[config.mk]
export PLATFORM = sky130hd
export DESIGN_NAME = tick_to_microsecond_timebase
export DESIGN_NICKNAME = d
export VERILOG_FILES = /design/src/hdl/ttm_pkg.sv /design/src/hdl/ttm_front.sv /design/src/hdl/ttm_divider.sv /design/src/hdl/ttm_back.sv /design/src/hdl/tick_to_microsecond_timebase.sv
export SDC_FILE = /design/constraint.sdc
export NUM_CORES = 2
export LEC_CHECK = 0
export ABC_AREA = 1
export BUFFER_PORTS_ARGS = -buffer_cell sky130_fd_sc_hd__buf_2
export CORE_MARGIN = 1.5
export CORE_UTILIZATION = 40
export CTS_CLUSTER_SIZE = 12
export DETAILED_ROUTE_END_ITERATION = 8
export GPL_TIMING_DRIVEN = 0
export PLACE_DENSITY = 0.64
export SLEW_MARGIN = 20
export SYNTH_ARGS = -nofsm -noshare
export SYNTH_HDL_FRONTEND = slang
export SYNTH_HIERARCHICAL = 1
export SYNTH_SLANG_ARGS = --single-unit
export TNS_END_PERCENT = 1
[constraint.sdc]
create_clock -name clock -period 11.05 [get_ports clock]
set_input_delay 1.6575 -clock clock [delete_from_list [all_inputs] [get_ports clock]]
set_output_delay 1.6575 -clock clock [all_outputs]
set_load 0.02 [all_outputs]
[src/hdl/ttm_pkg.sv]
// Shared types and constants for the tick-to-microsecond timebase.
package ttm_pkg;

   localparam logic [1:0] MODE_TICK   = 2'd0;
   localparam logic [1:0] MODE_REBASE = 2'd1;
   localparam logic [1:0] MODE_READ   = 2'd2;
   localparam logic [1:0] MODE_DELAY  = 2'd3;

   localparam logic KIND_ELAPSED = 1'b0;
   localparam logic KIND_EXPIRY  = 1'b1;

   localparam logic [31:0] US_PER_SEC = 32'd1000000;

   // 1000000 < 2**FRAC_BITS, so the fractional quotient fits in FRAC_BITS bits
   localparam int FRAC_BITS   = 20;
   localparam int STEP_W      = 6;
   localparam int WHOLE_STEPS = 32;
   localparam int FRAC_STEPS  = FRAC_BITS / 2;

   typedef struct packed {
      logic [1:0]  mode;
      logic [31:0] delay_us;
   } cmd_type;

   typedef struct packed {
      logic              start;
      logic [STEP_W-1:0] steps;
      logic [31:0]       rem_init;
      logic [63:0]       dividend;
      logic [31:0]       divisor;
   } div_req_type;

   typedef struct packed {
      logic busy;
      logic done;
   } div_stat_type;

   typedef struct packed {
      logic        result_kind;
      logic [63:0] elapsed_us;
      logic        delay_pending;
   } rsp_type;

endpackage

[src/hdl/ttm_front.sv]
// Front end: accepts and decodes input items into a short command queue.
module ttm_front
   import ttm_pkg::*;
#(
   parameter int DEPTH = 4
) (
   input  logic        clock,
   input  logic        reset,
   input  logic        push,
   output logic        full,
   input  logic [1:0]  req_mode,
   input  logic [31:0] req_delay_us,
   output cmd_type     cmd,
   output logic        cmd_valid,
   input  logic        cmd_pop
);

   localparam int PTR_W = (DEPTH > 1) ? $clog2(DEPTH) : 1;
   localparam int CNT_W = $clog2(DEPTH + 1);

   cmd_type              entries_ff [DEPTH];
   logic [PTR_W-1:0]     wr_ptr_ff, wr_ptr_in;
   logic [PTR_W-1:0]     rd_ptr_ff, rd_ptr_in;
   logic [CNT_W-1:0]     count_ff, count_in;
   logic                 do_push, do_pop;
   cmd_type              new_cmd;

   assign full      = (count_ff == CNT_W'(DEPTH));
   assign cmd_valid = (count_ff != '0);
   assign cmd       = entries_ff[rd_ptr_ff];
   assign do_push   = push && !full;
   assign do_pop    = cmd_pop && cmd_valid;

   always_comb begin
      new_cmd.mode     = req_mode;
      new_cmd.delay_us = (req_mode == MODE_DELAY) ? req_delay_us : '0;
      wr_ptr_in = wr_ptr_ff;
      rd_ptr_in = rd_ptr_ff;
      count_in  = count_ff;
      if (do_push) begin
         wr_ptr_in = (wr_ptr_ff == PTR_W'(DEPTH - 1)) ? '0 : wr_ptr_ff + PTR_W'(1);
      end
      if (do_pop) begin
         rd_ptr_in = (rd_ptr_ff == PTR_W'(DEPTH - 1)) ? '0 : rd_ptr_ff + PTR_W'(1);
      end
      if (do_push && !do_pop) begin
         count_in = count_ff + CNT_W'(1);
      end else if (do_pop && !do_push) begin
         count_in = count_ff - CNT_W'(1);
      end
   end

   always_ff @(posedge clock) begin
      if (reset) begin
         wr_ptr_ff <= '0;
         rd_ptr_ff <= '0;
         count_ff  <= '0;
      end else begin
         wr_ptr_ff <= wr_ptr_in;
         rd_ptr_ff <= rd_ptr_in;
         count_ff  <= count_in;
      end
   end

   always_ff @(posedge clock) begin
      if (do_push) begin
         entries_ff[wr_ptr_ff] <= new_cmd;
      end
   end

   a_full_holds: assert property (@(posedge clock) disable iff (reset)
      (push && full && !cmd_pop) |=> (count_ff == $past(count_ff)))
      else $error("queue count moved on a refused transfer");

endmodule

[src/hdl/ttm_divider.sv]
// Iterative restoring divider, two quotient bits per cycle.
module ttm_divider
   import ttm_pkg::*;
(
   input  logic         clock,
   input  logic         reset,
   input  div_req_type  req,
   output div_stat_type stat,
   output logic [63:0]  quotient,
   output logic [31:0]  remainder
);

   logic [STEP_W-1:0] cnt_ff, cnt_in;
   logic              busy_ff, busy_in;
   logic              done_ff, done_in;
   logic [31:0]       rem_ff, rem_in;
   logic [63:0]       dvd_ff, dvd_in;
   logic [63:0]       quo_ff, quo_in;
   logic [31:0]       dsr_ff, dsr_in;
   logic [32:0]       t1, t2;
   logic [31:0]       r1, r2;
   logic              ge1, ge2;

   assign stat.busy = busy_ff;
   assign stat.done = done_ff;
   assign quotient  = quo_ff;
   assign remainder = rem_ff;

   always_comb begin
      t1  = {rem_ff, dvd_ff[63]};
      ge1 = (t1 >= {1'b0, dsr_ff});
      r1  = ge1 ? 32'(t1 - {1'b0, dsr_ff}) : t1[31:0];
      t2  = {r1, dvd_ff[62]};
      ge2 = (t2 >= {1'b0, dsr_ff});
      r2  = ge2 ? 32'(t2 - {1'b0, dsr_ff}) : t2[31:0];

      cnt_in  = cnt_ff;
      busy_in = busy_ff;
      done_in = 1'b0;
      rem_in  = rem_ff;
      dvd_in  = dvd_ff;
      quo_in  = quo_ff;
      dsr_in  = dsr_ff;
      if (req.start) begin
         cnt_in  = req.steps;
         busy_in = 1'b1;
         rem_in  = req.rem_init;
         dvd_in  = req.dividend;
         quo_in  = '0;
         dsr_in  = req.divisor;
      end else if (busy_ff) begin
         rem_in = r2;
         dvd_in = {dvd_ff[61:0], 2'b00};
         quo_in = {quo_ff[61:0], ge1, ge2};
         cnt_in = cnt_ff - STEP_W'(1);
         if (cnt_ff == STEP_W'(1)) begin
            busy_in = 1'b0;
            done_in = 1'b1;
         end
      end
   end

   always_ff @(posedge clock) begin
      if (reset) begin
         busy_ff <= 1'b0;
         done_ff <= 1'b0;
         cnt_ff  <= '0;
      end else begin
         busy_ff <= busy_in;
         done_ff <= done_in;
         cnt_ff  <= cnt_in;
      end
   end

   always_ff @(posedge clock) begin
      rem_ff <= rem_in;
      dvd_ff <= dvd_in;
      quo_ff <= quo_in;
      dsr_ff <= dsr_in;
   end

endmodule

[src/hdl/ttm_back.sv]
// Back end: timebase state, delay arming and microsecond conversion sequencer.
module ttm_back
   import ttm_pkg::*;
#(
   parameter logic [31:0] FALLBACK_HZ = 32'd24000000
) (
   input  logic        clock,
   input  logic        reset,
   input  logic [31:0] freq_hz,
   input  cmd_type     cmd,
   input  logic        cmd_valid,
   output logic        cmd_pop,
   output rsp_type     rsp,
   output logic        rsp_valid,
   input  logic        rsp_pop
);

   localparam logic [2:0] S_IDLE    = 3'd0;
   localparam logic [2:0] S_DLY_MUL = 3'd1;
   localparam logic [2:0] S_DLY_DIV = 3'd2;
   localparam logic [2:0] S_RD_DIV  = 3'd3;
   localparam logic [2:0] S_RD_FRAC = 3'd4;
   localparam logic [2:0] S_RD_LO   = 3'd5;
   localparam logic [2:0] S_RD_HI   = 3'd6;
   localparam logic [2:0] S_RD_WAIT = 3'd7;

   logic [2:0]   state_ff, state_in;
   logic [63:0]  count_ff, count_in;
   logic [63:0]  base_ff, base_in;
   logic [63:0]  target_ff, target_in;
   logic         armed_ff, armed_in;
   logic [63:0]  q_ff, q_in;
   logic [63:0]  acc_ff, acc_in;
   logic [63:0]  mul_p_ff, mul_p_in;
   logic         out_valid_ff, out_valid_in;
   rsp_type      out_ff, out_in;
   logic [31:0]  mul_a, mul_b;
   logic [31:0]  freq_eff;
   logic [63:0]  count_plus;
   logic [64:0]  target_sum;
   div_req_type  div_req;
   div_stat_type div_stat;
   logic [63:0]  div_quo;
   logic [31:0]  div_rem;
   rsp_type      expiry;

   ttm_divider u_div (
      .clock     (clock),
      .reset     (reset),
      .req       (div_req),
      .stat      (div_stat),
      .quotient  (div_quo),
      .remainder (div_rem)
   );

   assign rsp       = out_ff;
   assign rsp_valid = out_valid_ff;

   always_comb begin
      freq_eff   = (freq_hz == '0) ? FALLBACK_HZ : freq_hz;
      count_plus = count_ff + 64'd1;
      target_sum = {1'b0, count_ff} + {1'b0, div_quo};
      expiry.result_kind   = KIND_EXPIRY;
      expiry.elapsed_us    = '0;
      expiry.delay_pending = 1'b0;

      state_in     = state_ff;
      count_in     = count_ff;
      base_in      = base_ff;
      target_in    = target_ff;
      armed_in     = armed_ff;
      q_in         = q_ff;
      acc_in       = acc_ff;
      out_valid_in = out_valid_ff && !rsp_pop;
      out_in       = out_ff;
      cmd_pop      = 1'b0;
      div_req      = '0;
      mul_a        = '0;
      mul_b        = '0;

      case (state_ff)
         S_IDLE: begin
            if (cmd_valid && !out_valid_ff) begin
               cmd_pop = 1'b1;
               case (cmd.mode)
                  MODE_TICK: begin
                     count_in = count_plus;
                     if (armed_ff && (count_plus >= target_ff)) begin
                        armed_in     = 1'b0;
                        out_valid_in = 1'b1;
                        out_in       = expiry;
                     end
                  end
                  MODE_REBASE: begin
                     base_in = count_ff;
                  end
                  MODE_READ: begin
                     div_req.start    = 1'b1;
                     div_req.steps    = STEP_W'(WHOLE_STEPS);
                     div_req.rem_init = '0;
                     div_req.dividend = count_ff - base_ff;
                     div_req.divisor  = freq_eff;
                     state_in         = S_RD_DIV;
                  end
                  default: begin
                     mul_a    = freq_eff;
                     mul_b    = cmd.delay_us;
                     state_in = S_DLY_MUL;
                  end
               endcase
            end
         end
         S_DLY_MUL: begin
            div_req.start    = 1'b1;
            div_req.steps    = STEP_W'(WHOLE_STEPS);
            div_req.rem_init = '0;
            div_req.dividend = mul_p_ff;
            div_req.divisor  = US_PER_SEC;
            state_in         = S_DLY_DIV;
         end
         S_DLY_DIV: begin
            if (div_stat.done) begin
               target_in = target_sum[63:0];
               // already reached: zero ticks, or the sum wrapped below the count
               if (target_sum[64] || (div_quo == '0)) begin
                  armed_in     = 1'b0;
                  out_valid_in = 1'b1;
                  out_in       = expiry;
               end else begin
                  armed_in = 1'b1;
               end
               state_in = S_IDLE;
            end
         end
         S_RD_DIV: begin
            if (div_stat.done) begin
               q_in     = div_quo;
               mul_a    = div_rem;
               mul_b    = US_PER_SEC;
               state_in = S_RD_FRAC;
            end
         end
         S_RD_FRAC: begin
            // remainder*1e6 < f * 2**FRAC_BITS, so its upper part seeds the divider
            div_req.start    = 1'b1;
            div_req.steps    = STEP_W'(FRAC_STEPS);
            div_req.rem_init = mul_p_ff[FRAC_BITS+31:FRAC_BITS];
            div_req.dividend = {mul_p_ff[FRAC_BITS-1:0], {(64 - FRAC_BITS){1'b0}}};
            div_req.divisor  = freq_eff;
            mul_a            = q_ff[31:0];
            mul_b            = US_PER_SEC;
            state_in         = S_RD_LO;
         end
         S_RD_LO: begin
            acc_in   = mul_p_ff;
            mul_a    = q_ff[63:32];
            mul_b    = US_PER_SEC;
            state_in = S_RD_HI;
         end
         S_RD_HI: begin
            acc_in   = acc_ff + {mul_p_ff[31:0], 32'd0};
            state_in = S_RD_WAIT;
         end
         S_RD_WAIT: begin
            if (div_stat.done) begin
               out_valid_in         = 1'b1;
               out_in.result_kind   = KIND_ELAPSED;
               out_in.elapsed_us    = acc_ff + {{(64 - FRAC_BITS){1'b0}},
                                                div_quo[FRAC_BITS-1:0]};
               out_in.delay_pending = armed_ff;
               state_in             = S_IDLE;
            end
         end
         default: begin
            state_in = S_IDLE;
         end
      endcase

      mul_p_in = {32'd0, mul_a} * {32'd0, mul_b};
   end

   always_ff @(posedge clock) begin
      if (reset) begin
         state_ff     <= S_IDLE;
         count_ff     <= '0;
         base_ff      <= '0;
         target_ff    <= '0;
         armed_ff     <= 1'b0;
         out_valid_ff <= 1'b0;
      end else begin
         state_ff     <= state_in;
         count_ff     <= count_in;
         base_ff      <= base_in;
         target_ff    <= target_in;
         armed_ff     <= armed_in;
         out_valid_ff <= out_valid_in;
      end
   end

   always_ff @(posedge clock) begin
      q_ff     <= q_in;
      acc_ff   <= acc_in;
      mul_p_ff <= mul_p_in;
      out_ff   <= out_in;
   end

   a_no_pop_busy: assert property (@(posedge clock) disable iff (reset)
      (state_ff != S_IDLE) |-> !cmd_pop)
      else $error("command taken while sequencer busy");

   a_div_start_idle: assert property (@(posedge clock) disable iff (reset)
      div_req.start |-> !div_stat.busy)
      else $error("divider restarted while busy");

   a_result_held: assert property (@(posedge clock) disable iff (reset)
      (out_valid_ff && !rsp_pop) |=> (out_valid_ff && $stable(out_ff)))
      else $error("waiting result overwritten");

   a_expiry_disarms: assert property (@(posedge clock) disable iff (reset)
      (out_valid_in && !out_valid_ff && (out_in.result_kind == KIND_EXPIRY)) |=> !armed_ff)
      else $error("delay still armed after expiry");

endmodule

[src/hdl/tick_to_microsecond_timebase.sv]
// Top level: register port, command queue and timebase back end.
// Tick and rebase transfers pass through the queue into the timebase registers; one per cycle when
// queued, while the back end is idle and no result waits. A read runs the two-bit-per-cycle divider
// once for the whole seconds and once for the fraction; no command is taken until it is done.
// A start-delay multiplies, then runs one divider pass by 1000000; a waiting result holds the back end
// until popped. Synchronous reset clears control state, frequency, queue and result flag, not data.
module tick_to_microsecond_timebase
   import ttm_pkg::*;
#(
   parameter logic [31:0] FALLBACK_HZ = 32'd24000000,
   parameter int          QUEUE_DEPTH = 4
) (
   input  logic        clock,
   input  logic        reset,
   input  logic        push,
   output logic        full,
   input  logic [1:0]  req_mode,
   input  logic [31:0] req_delay_us,
   output logic        empty,
   input  logic        pop,
   output logic        rsp_result_kind,
   output logic [63:0] rsp_elapsed_us,
   output logic        rsp_delay_pending,
   input  logic        psel,
   input  logic        penable,
   input  logic        pwrite,
   input  logic [1:0]  paddr,
   input  logic [31:0] pwdata,
   output logic [31:0] prdata,
   output logic        pready
);

   localparam logic [1:0] CSR_FREQ_ADDR = 2'd0;

   logic [31:0] freq_ff, freq_in;
   cmd_type     cmd;
   logic        cmd_valid;
   logic        cmd_pop;
   rsp_type     rsp;
   logic        rsp_valid;

   assign pready = 1'b1;
   assign prdata = (paddr == CSR_FREQ_ADDR) ? freq_ff : '0;

   always_comb begin
      freq_in = freq_ff;
      if (psel && penable && pwrite && (paddr == CSR_FREQ_ADDR)) begin
         freq_in = pwdata;
      end
   end

   always_ff @(posedge clock) begin
      if (reset) begin
         freq_ff <= '0;
      end else begin
         freq_ff <= freq_in;
      end
   end

   ttm_front #(
      .DEPTH (QUEUE_DEPTH)
   ) u_front (
      .clock        (clock),
      .reset        (reset),
      .push         (push),
      .full         (full),
      .req_mode     (req_mode),
      .req_delay_us (req_delay_us),
      .cmd          (cmd),
      .cmd_valid    (cmd_valid),
      .cmd_pop      (cmd_pop)
   );

   ttm_back #(
      .FALLBACK_HZ (FALLBACK_HZ)
   ) u_back (
      .clock     (clock),
      .reset     (reset),
      .freq_hz   (freq_ff),
      .cmd       (cmd),
      .cmd_valid (cmd_valid),
      .cmd_pop   (cmd_pop),
      .rsp       (rsp),
      .rsp_valid (rsp_valid),
      .rsp_pop   (pop)
   );

   assign empty             = !rsp_valid;
   assign rsp_result_kind   = rsp.result_kind;
   assign rsp_elapsed_us    = rsp.elapsed_us;
   assign rsp_delay_pending = rsp.delay_pending;

endmodule

==> results.md <==
- The final-report hold violation count was 0.
- Port buffering added 174 buffers.
- The via count of the first global-routing pass is 76530.
- The path type of the worst setup path is reg -> reg.
- The initial utilization of the core area, before any placement, comes to 0.4020.
- Measured against its own limit, the worst slew margin works out to 0.1437.
- The core region is 217000 um2.
- The wire length of the first global-routing pass is 526300 um.
- Counting the fill cells in the layout gives 22590.
- The highest net fanout along the worst path is 10.
- After clock tree synthesis, the setup repair step added 0 buffers.
- The number of gates resized after CTS was 1.
- The cell area after synthesis is 87220 um2.
- The floorplan step set the die height to 469.9 um.
- In the finished design, the share of the clock period the worst path needs comes to 0.9860.
- The number of clock sinks seen by CTS is 832.
- The tightest min-delay check is of the reg -> reg type.
- For this run, the detailed router's first-pass iteration total came to 6.
- In this run, post-CTS hold repair placed 0 buffers.
- The leakage power figure is 44.86 nW.
- The residual overflow from global routing is 0.
- The count of max-cap constraint violations is 0.
- The largest net degree at the start of global routing is 53.
- In this run the count of I/O pins placed on the die edge is 176.
- After clock tree synthesis, the clock-pin slew on the worst setup and hold paths is 0.07 ns.
- The peak clock frequency supported by timing is 91.78 MHz.
- In this run the core area contains 171 standard-cell rows.
- The H-tree depth is 3.
- The final-stage net count is 13320.
- The fraction of layout instances using a drive strength above 1 is 0.06291.
- The die width is 469.9 um.
- The worst path arrival time is 11.49 ns.
- The number of antenna violations at the first check in global routing is 19.
- The placed wire-length estimate is 307700 um.
- The master of the slowest instance on the critical path is sky130_fd_sc_hd__fa_1.
- STA classifies the critical path startpoint as a flip-flop.
- The largest single stage delay on the critical path is 0.55 ns.
- The CTS tree is yes.
- The sort of element at the end of the critical path is a flip-flop.
- The finished cells cover 95260 um2.
- The number of nets with antenna violations after detailed routing is 0.
- The cell area after placement is 92050 um2.
- The run finished with clean final reports.
- For this run, the number of Yosys warnings is 6.
- Setup violations remaining at the end of the flow were counted as 0.
- Synthesis handed over a netlist of 11480 instances.
- The total global-route track usage is 0.3272.
- Dividing the detail-routed wire length by the instance count gives 25.07 um.
- The signed area change from the synthesized netlist to the final layout is 9.227%.
- The number of pins with negative max-slew slack in the final report is 0.
- In the routed design, unresolved DRC markers number 0.
- The die covers 220800 um2.
- In the routed layout, each cell is associated on average with a via count of 5.452.
- The root buffer selected by CTS is sky130_fd_sc_hd__clkbuf_16.
- The source-to-sink clock delay at the later pin of the worst-skew pair is 0.75 ns.
- The worst supply voltage drop on vdd is 0.2430 mV.
- The worst endpoint required time is 11.65 ns.
- The total detailed-routing wirelength is 368800 um.
- At the pin with the least slew margin, the transition time is 1.280 ns.
- In this run the power density over the cells is 259.5 nW/um2.
- The DRC marker count from the first detailed-route iteration is 9350.
- The routed layout has 80200 vias.
- The post-synthesis area per instance is 7.599 um2.
- In this run the register-to-register setup slack is 0.15 ns.
- Buffers inserted during clock tree synthesis total 94.
- After layout, the minimum clock period comes to 10.90 ns.
- On the final layout, the worst hold slack is 0.4555 ns.
- The clock skew after layout is 0.09005 ns.
- The clock passes through at most 3 buffers.
- The most frequent cell on the critical path is sky130_fd_sc_hd__fa_1.
- The weighted congestion at the end of routability-driven global placement is 1.069.
state kept, by name (all words and copies together), names as in the netlist, 3 cells and up, named ones only:
name,cells
u_front/entries_ff,136
u_back/rsp,66
u_back/acc_ff,64
u_back/base_ff,64
u_back/count_ff,64
u_back/mul_p_ff,64
u_back/q_ff,64
u_back/target_ff,64
u_back/u_div/dvd_ff,64
u_back/u_div/quotient,64
freq_ff,32
u_back/u_div/dsr_ff,32
u_back/u_div/remainder,32
u_back/u_div/cnt_ff,6
u_back/state_ff,3
u_front/count_ff,3
per-stage QoR:
step                cells    util  setup WS, ns  TNS (ns)  total power, mW
detailed placement  14530  0.4243       -0.1410   -0.3082            20.95
finish              14710  0.4391        0.1550         0            24.72
CTS                 14700  0.4388       0.07277         0            24.22
global placement    14510  0.4225        -1.452    -97.83            20.93
floorplan           11480       -         1.854         0            15.52
global route        14700  0.4389      -0.01608  -0.01608            26.36
power breakdown:
| group | switching (mW) | internal (mW) | total, mW |
|---|---|---|---|
| logic | 11.6 | 4.86 | 16.4 |
| registers | 0.787 | 4.27 | 5.06 |
| clock network | 1.38 | 1.84 | 3.21 |
layout make-up:
class / count / area (um2) / area share
inverters: 2298 / 8631 / 0.09060
repair buffers: 193 / 1190 / 0.01249
flip-flops and latches: 832 / 21240 / 0.2230
clock buffers: 143 / 2818 / 0.02958
multi-input cells: 7991 / 55710 / 0.5848
diodes: 14 / 35.03 / 0.0003678
plain buffers: 358 / 1758 / 0.01845
clock inverters: 28 / 314.1 / 0.003297
well taps: 2854 / 3571 / 0.03748
final timing paths:
check	endpoint	depth (start not counted)	from
min reg2reg	u_back/base_ff[37]$_SDFFE_PP0P_	2	u_back/base_ff[37]$_SDFFE_PP0P_
max	u_back/mul_p_ff[58]$_DFF_P_	38	u_front/count_ff[1]$_SDFFE_PP0P_
max reg2reg	u_back/mul_p_ff[58]$_DFF_P_	38	u_front/count_ff[1]$_SDFFE_PP0P_
min	u_back/base_ff[37]$_SDFFE_PP0P_	2	u_back/base_ff[37]$_SDFFE_PP0P_
critical path, delay by kind of cell (launching register included):
kind,cells,cell delay [ns]
AO/OA/AOI/OAI,4,0.86
buffers and inverters,9,1.71
adder cells (fa/ha/maj),9,4.41
AND/OR/NAND/NOR,16,3.36
flip-flops,1,0.38
layer usage:
| metal | vias up | GRT usage | share of wire |
|---|---|---|---|
| met5 | - | 0 | 0.00028 |
| met4 | 16 | 0.1469 | 0.054 |
| met3 | 723 | 0.07805 | 0.11 |
| met2 | 4158 | 0.4866 | 0.42 |
| met1 | 38680 | 0.4502 | 0.42 |
| li1 | 36630 | - | - |
layout by cell type, fill, tap and decap left out, drive strengths merged, types with 121 or more instances in the layout:
cell    count
nor2     1619
xor2      138
nor3      132
inv      2291
a21oi     689
ha        578
buf       390
dfxtp     374
fa        903
clkbuf    304
nand2    2204
o21ai     650
o22ai     121
nand3     412
edfxtp    458
Note: power is estimated with default switching activity, not from simulation.
